### config.mk
export PLATFORM = sky130hd
export DESIGN_NAME = tlsfa_ctrl
export DESIGN_NICKNAME = d
export VERILOG_FILES = /design/src/hdl/tlsfa_pkg.sv /design/src/hdl/tlsfa_ctrl.sv
export SDC_FILE = /design/constraint.sdc
export NUM_CORES = 1
export LEC_CHECK = 0
export ABC_CLOCK_PERIOD_IN_PS = 1250
export BUFFER_PORTS_ARGS = -buffer_cell sky130_fd_sc_hd__buf_2
export CAP_MARGIN = 40
export CORE_AREA = 2 2 39 41
export DETAILED_ROUTE_END_ITERATION = 8
export DIE_AREA = 0 0 41 43
export PLACE_DENSITY = 0.3
export SKIP_CTS_REPAIR_TIMING = 1
export SLEW_MARGIN = 20
export SYNTH_ARGS = -nofsm -noshare
export SYNTH_HDL_FRONTEND = slang
export SYNTH_SLANG_ARGS = --single-unit
### constraint.sdc
create_clock -name clk -period 1.25 [get_ports clk]
set_input_delay 0.3125 -clock clk [delete_from_list [all_inputs] [get_ports clk]]
set_output_delay 0.3125 -clock clk [all_outputs]
set_load 0.1 [all_outputs]
### src/hdl/tlsfa_pkg.sv
// Shared constants, types and helper functions of the slot and fragment allocator.
package tlsfa_pkg;

    localparam int NUM_FRAGMENTS      = 512;
    localparam int SLOTS_PER_FRAGMENT = 64;
    localparam int FRAG_W    = $clog2(NUM_FRAGMENTS);
    localparam int WORD_W    = 32;
    localparam int BIT_W     = 5;
    localparam int NUM_WORDS = (NUM_FRAGMENTS + WORD_W - 1) / WORD_W;
    localparam int WIDX_W    = (NUM_WORDS > 1) ? $clog2(NUM_WORDS) : 1;

    localparam logic [1:0] MODE_SLOT  = 2'd0;
    localparam logic [1:0] MODE_WHOLE = 2'd1;
    localparam logic [1:0] MODE_FREE  = 2'd2;

    localparam logic [1:0] ST_OK      = 2'd0;
    localparam logic [1:0] ST_NOSPACE = 2'd1;
    localparam logic [1:0] ST_INVALID = 2'd2;

    typedef enum logic [2:0] {
        OP_ALLOC,
        OP_WHOLE,
        OP_FREE,
        OP_NOSPACE,
        OP_BADFREE,
        OP_BADMODE
    } op_t;

    typedef struct packed {
        logic load;
        logic find;
        logic commit;
        logic clear_step;
    } dp_cmd_t;

    typedef struct packed {
        logic clear_done;
        logic out_busy;
    } dp_stat_t;

    // Bits of a summary word that stand for real fragments.
    function automatic logic [WORD_W-1:0] word_mask(input logic [WIDX_W-1:0] widx);
        logic [WORD_W-1:0] m;
        m = '0;
        for (int i = 0; i < WORD_W; i++)
        begin
            m[i] = ((int'(widx) * WORD_W + i) < NUM_FRAGMENTS);
        end
        return m;
    endfunction

    function automatic logic [BIT_W-1:0] penc_word(input logic [WORD_W-1:0] v);
        logic [BIT_W-1:0] r;
        r = '0;
        for (int i = WORD_W - 1; i >= 0; i--)
        begin
            if (v[i])
            begin
                r = BIT_W'(i);
            end
        end
        return r;
    endfunction

    function automatic logic [WIDX_W-1:0] penc_words(input logic [NUM_WORDS-1:0] v);
        logic [WIDX_W-1:0] r;
        r = '0;
        for (int i = NUM_WORDS - 1; i >= 0; i--)
        begin
            if (v[i])
            begin
                r = WIDX_W'(i);
            end
        end
        return r;
    endfunction

    function automatic logic [5:0] penc_slots(input logic [SLOTS_PER_FRAGMENT-1:0] v);
        logic [5:0] r;
        r = '0;
        for (int i = SLOTS_PER_FRAGMENT - 1; i >= 0; i--)
        begin
            if (v[i])
            begin
                r = 6'(i);
            end
        end
        return r;
    endfunction

endpackage

### src/hdl/tlsfa_ctrl.sv
// Controller state machine of the allocator.
module tlsfa_ctrl (
    input  logic               clk,
    input  logic               rst_n,
    input  logic               req_valid,
    output logic               req_ready,
    input  tlsfa_pkg::dp_stat_t stat,
    output tlsfa_pkg::dp_cmd_t  cmd
);

    typedef enum logic [1:0] {
        S_CLEAR,
        S_IDLE,
        S_FIND,
        S_MODIFY
    } state_t;

    state_t state_reg;
    state_t state_next;

    always_comb
    begin
        state_next     = state_reg;
        req_ready      = 1'b0;
        cmd.find       = 1'b0;
        cmd.commit     = 1'b0;
        cmd.clear_step = 1'b0;
        case (state_reg)
            S_CLEAR:
            begin
                cmd.clear_step = 1'b1;
                if (stat.clear_done)
                begin
                    state_next = S_IDLE;
                end
            end
            S_IDLE:
            begin
                req_ready = 1'b1;
                if (req_valid)
                begin
                    state_next = S_FIND;
                end
            end
            S_FIND:
            begin
                cmd.find   = 1'b1;
                state_next = S_MODIFY;
            end
            S_MODIFY:
            begin
                if (!stat.out_busy)
                begin
                    cmd.commit = 1'b1;
                    req_ready  = 1'b1;
                    state_next = req_valid ? S_FIND : S_IDLE;
                end
            end
            default:
            begin
                state_next = S_IDLE;
            end
        endcase
        cmd.load = req_valid && req_ready;
    end

    always_ff @(posedge clk or negedge rst_n)
    begin
        if (!rst_n)
        begin
            state_reg <= S_CLEAR;
        end
        else
        begin
            state_reg <= state_next;
        end
    end

endmodule

==> Yosys cells after proc, flatten, opt, wreduce, memory -nomap -nowiden <==
Cells that the tools add are included.
{ "op_classes": {"n_mux": 10, "eq_ne": 6, "reduce_logical": 3} }
{ "op_table": {"columns": ["cell", "n"], "rows": [
  ["$mux W2", 4],
  ["$pmux W2 S4", 1],
  ["$ne A2 B2 Y1 const B", 3],
  ["$eq A2 B2 Y1 const B", 2],
  ["$mux W1", 4],
  ["$reduce_and A3 Y1", 1],
  ["$eq A2 B1 Y1 const B", 1],
  ["$logic_not A2 Y1", 1],
  ["$pmux W1 S2", 1],
  ["$logic_and A1 B1 Y1", 1]
]} }
{ "word_totals": {"inputBits": 5, "out_inout_bits": 5, "wordCells": 20, "register_bits": 2} }

==> Depth between registers and ports, before layout <==
Gate-level depths: netlist of run 1.
{ "logic_depth": {"ltp_word": 3, "depth_mapped": 2, "mapped_depth_nobuf": 2} }

==> Worst setup path before layout of run 1 <==
Ideal clock, no wire load.
{ "synth_path": {"path_type": "register to output", "startpoint": "register state_reg[0]", "endpoint": "output cmd[3] (netlist name)", "slack_ps": -1002, "n_path_buf": 0, "required_time_ps": 938, "arrival_ps": 1939, "stages_incl_launch_ff": 3, "cell_sequence": "dfrtp_1 -> nand2_1 -> a21oi_1"} }
{ "synth_rtl": {"columns": ["item", "line", "source"], "rows": [
  ["start: declaration", "tlsfa_ctrl.sv:18", "state_t state_reg;"],
  ["start signal: assignment", "tlsfa_ctrl.sv:75", "state_reg <= state_next;"],
  ["end: declaration", "tlsfa_ctrl.sv:8", "output tlsfa_pkg::dp_cmd_t cmd"]
]} }

==> flow_metrics.py, run 1 <==
metrics = {
    "pwr": {
        "p_leak_nw": 0.150,
        "total_power_mw": 0.702,
        "ir_drop_mv": 0.603,
        "power_density_nw_per_um2": 2010,
    },
    "status": {
        "violations": "setup timing",
        "status": "complete, but fails checks",
    },
    "logic_synthesis": {
        "synth-edff-count": 0,
        "synth_fa_ha_area_frac": 0,
        "synth_compound_area_frac": 0.149,
        "yosysWarnings": 0,
        "synth.distinct_cells": 10,
        "synth.top_cells.by_count": "2 x and2_1, 2 x dfrtp_1, 2 x nand2_1, 2 x nor2_1",
        "synth_nets": 19,
        "synth.avg_cell_area_sq_um": 7.78,
        "syn-cell-area_sq_um": 109,
        "synth_area_leaders": "dfrtp_1 46%, and2_1 11%, nand2_1 6.9%",
        "ys_seq_area_frac": 0.460,
        "synth_top_area_frac": 0.460,
        "synth_top_area_cell": "dfrtp_1",
        "synth_top_family_by_area": "simple AND/OR/NAND/NOR gates",
        "synth.area.mux_share": 0,
        "synthArstFlopShare": 1.00,
        "synth_xor_xnor_area_share": 0,
        "synthFlopType": "dfrtp_1",
        "synthCells": 14,
        "ys_seq_elements": 2,
        "yosys.area_share.simple": 0.356,
    },
    "layout": {
        "areaGrowthSynthToFinish_pct": 221,
        "final_core_util": 0.252,
        "largest_reg_flops": 2,
        "antenna_cells": 0,
        "drive_gt1_frac": 0.867,
        "nets": 37,
    },
    "setup_path": {
        "cp-start-kind": "register",
        "critPathKind": "reg -> out",
        "crit_arrival_ps": 1110,
        "setup.worst_path.end_class": "primary output",
        "path_max_fanout": 6,
        "required_ps": 940,
    },
    "clock_tree": {
        "cts_buffers": 3,
        "path_clk_slew_ps": 30,
        "clk_path_buf_depth": 2,
        "cts_max_level": 1,
        "cts_sinks": 2,
        "clock-root-buffer": "clkbuf_4",
        "cts_tree": "built",
        "worstSkewPairLatency_ps": 220,
    },
    "floorplan": {
        "initial_utilization": 0.0787,
        "row_count": 14,
        "die_y_um": 43,
        "top_level_ports": 10,
        "dieArea_sq_um": 1760,
        "core_sq_um": 1380,
        "die_width_um": 41,
    },
    "route": {
        "post_drt_wl_per_cell_um": 9.46,
        "via_count": 159,
        "drc": 0,
        "via_per_inst": 3.46,
        "drt_iter0_drc": 2,
        "wl_um": 435,
        "first_pass_iters": 2,
        "final_antenna_net_count": 0,
    },
    "global_route": {
        "grt_use_total": 0.0653,
        "grt_max_degree": 7,
        "grt_antenna_before_repair": 0,
        "globalRouteOverflowTotal": 0,
        "grt_pass1_vias": 181,
        "grt_pass1_wl_um": 669,
    },
    "timing": {
        "setup_viol": 5,
        "rsz0062_at_grt": "yes",
        "hold_viol": 0,
        "max_freq_ghz": 0.704,
        "finalWorstSetupSlack_ps": -170,
        "fin_skew_ps": 2.07,
        "tightestPinTransition_ps": 162,
        "drv_slew": 0,
        "period_needed_ps": 1420,
        "whs_ps": 293,
        "fin_crit_sh": 1.14,
        "maxSlewHeadroom": 0.892,
    },
    "placement": {
        "hpwl_um": 333,
        "io_buffers": 9,
        "gp_routability_congestion": 0.609,
    },
    "flow_run": {
        "cap_violations": 0,
    },
    "min_path": {
        "hold_class": "in -> reg",
    },
}
==> path summary, 6_finish.rpt <==
| path | start | endpoint | slack, ps | cells after the start |
|---|---|---|---|---|
| worst max-delay path | state_reg[1]$_DFFE_PN0P_ | cmd[0] | -170 | 3 |
| worst min-delay path | req_valid | state_reg[0]$_DFFE_PN0P_ | 290 | 2 |
| min in group asynchronous | rst_n | state_reg[0]$_DFFE_PN0P_ | 400 | 2 |
| worst min register to register | state_reg[0]$_DFFE_PN0P_ | state_reg[1]$_DFFE_PN0P_ | 590 | 2 |
| max in group asynchronous | rst_n | state_reg[1]$_DFFE_PN0P_ | 740 | 2 |
| worst max register to register | state_reg[0]$_DFFE_PN0P_ | state_reg[0]$_DFFE_PN0P_ | 330 | 3 |
==> worst max-delay path, stage by stage (launching register included) <==
cell and delay [ps]:
dfrtp_2 450, buf_4 160, nor2_4 90, buf_12 180
==> metrics by stage <==
step	worst slack [ps]	instance area (sq um)	std cells	setup TNS, ps
after floorplan	-124	144	14	-235
after global routing	-209	349	46	-940
final	-170	349	46	-729
after CTS	-203	329	45	-874
after global placement	21.7	307	42	0
after detailed placement	19.2	307	42	0
==> cells in the final DEF (no fill, tap or decap), types with 2 or more instances in the layout <==
cell and count:
buf_12 5, dfrtp_2 2, nand2_2 2, clkbuf_4 3
buf_2 4, buf_4 3, nor2_4 2
==> cell families after synthesis <==
family                 Yosys count
AND/OR/NAND/NOR                  8
AO/OA/AOI/OAI                    3
flip-flops                       2
buffers and inverters            1
==> per-layer routing <==
layer | part of all wire | track usage
met2 | 0.46 | 0.0781
met5 | 0 | 0
met1 | 0.36 | 0.0547
met4 | 0 | 0.0800
met3 | 0.17 | 0.0576
==> cell type report <==
class / count / area (sq um)
flip-flops and latches: 2 / 52.6
multi-input cells: 11 / 97.6
inverters: 1 / 3.75
repair buffers: 13 / 153
clock buffers: 3 / 22.5
fillers: 150 / 1030
well taps: 16 / 20.0
==> power breakdown <==
part / internal, mW / switching, mW
clock: 0.106 / 0.0375
combinational: 0.174 / 0.278
sequential: 0.0809 / 0.0264
No activity file was read; power rests on OpenSTA's default activity.
==> inputs of run 2 (changes only) <==
--- a/config.mk
+++ b/config.mk
@@ -17,3 +17,4 @@
 export SYNTH_ARGS = -nofsm -noshare
 export SYNTH_HDL_FRONTEND = slang
 export SYNTH_SLANG_ARGS = --single-unit
+export TNS_END_PERCENT = 50
==> flow_metrics.py, run 2 (same netlist as run 1, synthesis figures left out) <==
metrics = {
    "layout": {
        "largest_reg_flops": 2,
        "regArea_sq_um": 52.6,
        "nets": 39,
        "layout_commonest_cell": "buf_12",
        "multi_input_area_sq_um": 104,
        "antenna_cells": 0,
        "fin_cells": 48,
        "areaGrowthSynthToFinish_pct": 244,
        "fin_area_sq_um": 374,
        "final_core_util": 0.270,
        "drive_gt1_frac": 0.875,
        "final.fill_count": 147,
        "layout_common_cells": "5 x buf_12, 4 x buf_2, 4 x buf_4, 3 x clkbuf_4",
    },
    "clock_tree": {
        "cts_tree": "built",
        "clk_path_buf_depth": 2,
        "cts_max_level": 1,
        "path_clk_slew_ps": 30,
        "clock-root-buffer": "clkbuf_4",
        "cts_sinks": 2,
        "cts_buffers": 3,
        "worstSkewPairLatency_ps": 220,
    },
    "status": {
        "violations": "setup timing",
        "status": "complete, but fails checks",
    },
    "placement": {
        "hpwl_um": 323,
        "placed_cells": 42,
        "place_area_sq_um": 305,
        "io_buffers": 9,
        "gp_routability_congestion": 0.627,
    },
    "floorplan": {
        "row_count": 14,
        "die_width_um": 41,
        "die_y_um": 43,
        "top_level_ports": 10,
        "core_sq_um": 1380,
        "initial_utilization": 0.0787,
        "dieArea_sq_um": 1760,
    },
    "route": {
        "via_count": 166,
        "first_pass_iters": 2,
        "via_per_inst": 3.46,
        "final_antenna_net_count": 0,
        "drt_iter0_drc": 1,
        "post_drt_wl_per_cell_um": 9.10,
        "wl_um": 437,
        "drc": 0,
    },
    "setup_path": {
        "setup.worst_path.end_class": "primary output",
        "cp-start-kind": "register",
        "critical-path-max-stage-delay_ps": 430,
        "critPathTopFamily": "flip-flops",
        "critPathKind": "reg -> out",
        "path_buf_inv": 1,
        "r2r_slack_ps": 320,
        "path_max_fanout": 5,
        "required_ps": 940,
        "worstPathCellList": "nor2b_4, and2_4, buf_12",
        "crit_arrival_ps": 1110,
        "cp_slowest_cell": "dfrtp_2",
    },
    "timing": {
        "hold_viol": 0,
        "drv_slew": 0,
        "fin_crit_sh": 1.14,
        "finalWorstSetupSlack_ps": -171,
        "fin_skew_ps": 0.731,
        "tightestPinTransition_ps": 193,
        "maxSlewHeadroom": 0.871,
        "whs_ps": 325,
        "period_needed_ps": 1420,
        "rsz0062_at_grt": "yes",
        "setup_viol": 5,
        "max_freq_ghz": 0.704,
    },
    "global_route": {
        "grt_pass1_vias": 188,
        "grt_antenna_before_repair": 0,
        "globalRouteOverflowTotal": 0,
        "grt_max_degree": 7,
        "grt_pass1_wl_um": 710,
        "grt_use_total": 0.0663,
    },
    "pwr": {
        "p_leak_nw": 0.166,
        "power_density_nw_per_um2": 1930,
        "ir_drop_mv": 0.589,
    },
    "flow_run": {
        "cap_violations": 0,
    },
    "min_path": {
        "hold_class": "in -> reg",
    },
}
[run 2: cell count changes in the layout (fill, tap and decap cells not counted), sizes merged]
cell  delta
buf      +2
[run 2: cell type report]
cell class	instances	area share
Multi-Input combinational cell	11	0.278
Tap cell	16	0.0535
Sequential cell	2	0.140
Timing Repair Buffer	15	0.458
Inverter	1	0.0100
Clock buffer	3	0.0602
[run 2: layer usage]
layer,global-route usage,vias to the layer above,wire [um]
met2,0.0781,9,215
met1,0.0710,73,169
met3,0.0524,0,52
met5,0,-,0
met4,0.0600,0,0
li1,-,84,-
[run 2: power by group]
part / total, mW / leakage [nW] / switching, mW / internal, mW
combinational: 0.467 / 0.132 / 0.279 / 0.188
clock: 0.142 / 0.0138 / 0.0360 / 0.106
sequential: 0.113 / 0.0200 / 0.0316 / 0.0809
[run 2: final timing paths]
path	cells past startpoint	endpoint	start
setup reg to reg	3	state_reg[0]$_DFFE_PN0P_	state_reg[0]$_DFFE_PN0P_
hold / removal	2	state_reg[0]$_DFFE_PN0P_	req_valid
setup / recovery	3	cmd[1]	state_reg[0]$_DFFE_PN0P_
max in group asynchronous	2	state_reg[1]$_DFFE_PN0P_	rst_n
min in group asynchronous	2	state_reg[0]$_DFFE_PN0P_	rst_n
hold reg to reg	3	state_reg[1]$_DFFE_PN0P_	state_reg[0]$_DFFE_PN0P_
[run 2: metrics by stage]
stage	total power [mW]	worst slack (ps)	TNS, ps
6_report	0.721	-171	-782
4_1_cts	0.694	-241	-943
5_1_grt	0.759	-222	-1000
3_3_place_gp	0.541	6.37	0
2_1_floorplan	0.372	-126	-351
3_5_place_dp	0.540	10.9	0
==> inputs of run 3 (changes only) <==
--- a/config.mk
+++ b/config.mk
@@ -11,6 +11,7 @@
 export CORE_AREA = 2 2 39 41
 export DETAILED_ROUTE_END_ITERATION = 8
 export DIE_AREA = 0 0 41 43
+export GPL_TIMING_DRIVEN = 0
 export PLACE_DENSITY = 0.3
 export SKIP_CTS_REPAIR_TIMING = 1
 export SLEW_MARGIN = 20
==> constraint.sdc (replaced) <==
create_clock -name clk -period 1.25 [get_ports clk]
set_input_delay 0.3125 -clock clk [delete_from_list [all_inputs] [get_ports clk]]
set_output_delay 0.3125 -clock clk [all_outputs]
set_load 0.005 [all_outputs]
==> flow_metrics.py, run 3 (same netlist as run 1, synthesis figures left out) <==
metrics = {
    "floorplan": {
        "row_count": 14,
        "die_y_um": 43,
        "initial_utilization": 0.0787,
        "die_width_um": 41,
        "dieArea_sq_um": 1760,
        "top_level_ports": 10,
        "core_sq_um": 1380,
    },
    "layout": {
        "antenna_cells": 0,
        "final.fill_count": 160,
        "multi_input_area_sq_um": 73.8,
        "layout_commonest_cell": "buf_2",
        "layout_common_cells": "8 x buf_2, 3 x clkbuf_4, 2 x buf_4, 2 x dfrtp_2",
        "areaGrowthSynthToFinish_pct": 129,
        "nets": 36,
        "largest_reg_flops": 2,
        "drive_gt1_frac": 0.724,
        "regArea_sq_um": 52.6,
        "final_core_util": 0.180,
    },
    "placement": {
        "hpwl_um": 272,
        "preCtsSetupSlack_ps": 90.2,
        "io_buffers": 9,
        "gp_routability_congestion": 0.696,
    },
    "route": {
        "via_per_inst": 3.49,
        "drt_iter0_drc": 1,
        "via_count": 157,
        "first_pass_iters": 2,
        "wl_um": 404,
        "post_drt_wl_per_cell_um": 8.98,
        "final_antenna_net_count": 0,
        "drc": 0,
    },
    "global_route": {
        "grt_pass1_wl_um": 621,
        "grt_use_total": 0.0663,
        "grt_max_degree": 8,
        "globalRouteOverflowTotal": 0,
        "grt_antenna_before_repair": 0,
        "grt_pass1_vias": 133,
    },
    "pwr": {
        "power_density_nw_per_um2": 1470,
        "ir_drop_mv": 0.305,
        "p_leak_nw": 0.125,
        "total_power_mw": 0.366,
    },
    "setup_path": {
        "crit_arrival_ps": 1040,
        "required_ps": 940,
        "setup.worst_path.end_class": "primary output",
        "r2r_cells": 3,
        "critPathKind": "reg -> out",
        "reg2reg_to": "state_reg[0]$_DFFE_PN0P_",
        "cp-start-kind": "register",
        "r2r-start": "state_reg[0]$_DFFE_PN0P_",
        "path_max_fanout": 5,
        "r2r_slack_ps": 320,
    },
    "timing": {
        "finalWorstSetupSlack_ps": -98.8,
        "fin_crit_sh": 1.08,
        "fin_skew_ps": 1.59,
        "max_freq_ghz": 0.741,
        "period_needed_ps": 1350,
        "maxSlewHeadroom": 0.891,
        "setup_viol": 4,
        "hold_viol": 0,
        "rsz0062_at_grt": "yes",
        "drv_slew": 0,
        "tightestPinTransition_ps": 162,
    },
    "status": {
        "violations": "setup timing",
        "status": "complete, but fails checks",
    },
    "min_path": {
        "hold_depth": 2,
        "min_to": "state_reg[0]$_DFFE_PN0P_",
        "hold_path_startpoint": "req_valid",
        "hold_class": "in -> reg",
    },
    "flow_run": {
        "cap_violations": 0,
    },
    "clock_tree": {
        "cts_tree": "built",
        "worstSkewPairLatency_ps": 220,
        "cts_max_level": 1,
        "clock-root-buffer": "clkbuf_4",
        "clk_path_buf_depth": 2,
        "cts_buffers": 3,
        "path_clk_slew_ps": 30,
        "cts_sinks": 2,
    },
}
[run 3: worst max-delay path by stage]
stage / from / end / slack (ps) / depth (start not counted)
after floorplan: state_reg[0]$_DFFE_PN0P_ / cmd[1] / 240 / 2
after global placement: state_reg[0]$_DFFE_PN0P_ / cmd[1] / 100 / 3
after detailed placement: state_reg[0]$_DFFE_PN0P_ / cmd[1] / 90 / 3
after CTS: state_reg[0]$_DFFE_PN0P_ / cmd[1] / -150 / 3
after global routing: state_reg[0]$_DFFE_PN0P_ / cmd[1] / -150 / 3
final: state_reg[0]$_DFFE_PN0P_ / cmd[1] / -100 / 3
[run 3: report_power, final]
part / switching (mW) / leakage [nW] / total (mW) / internal [mW]
combinational: 0.0463 / 0.0911 / 0.120 / 0.0737
clock: 0.0362 / 0.0138 / 0.142 / 0.106
sequential: 0.0228 / 0.0200 / 0.104 / 0.0809
[run 3: layout make-up]
class                           count  area share
Clock buffer                        3      0.0905
Inverter                            1      0.0151
Multi-Input combinational cell     11       0.296
Sequential cell                     2       0.211
Tap cell                           16      0.0804
Timing Repair Buffer               12       0.307
[run 3: worst max-delay path, cell delays in order, from the launching register on]
cell	delay [ps]
dfrtp_2	430
nor2b_4	140
and2_4	150
buf_6	100
[run 3: through the flow]
step           hold slack [ps]  setup TNS (ps)  cells  area (sq um)
2_1_floorplan             16.9               0     14           109
3_3_place_gp               101               0     39           174
3_5_place_dp               102               0     39           174
4_1_cts                   -142            -315     42           196
5_1_grt                    304            -529     45           249
6_report                   311            -265     45           249
[run 3: layer usage]
metal / track usage / wire [um]
met1: 0.0740 / 209
met2: 0.0469 / 144
met3: 0.0838 / 50
met4: 0.0800 / 0
met5: 0 / 0
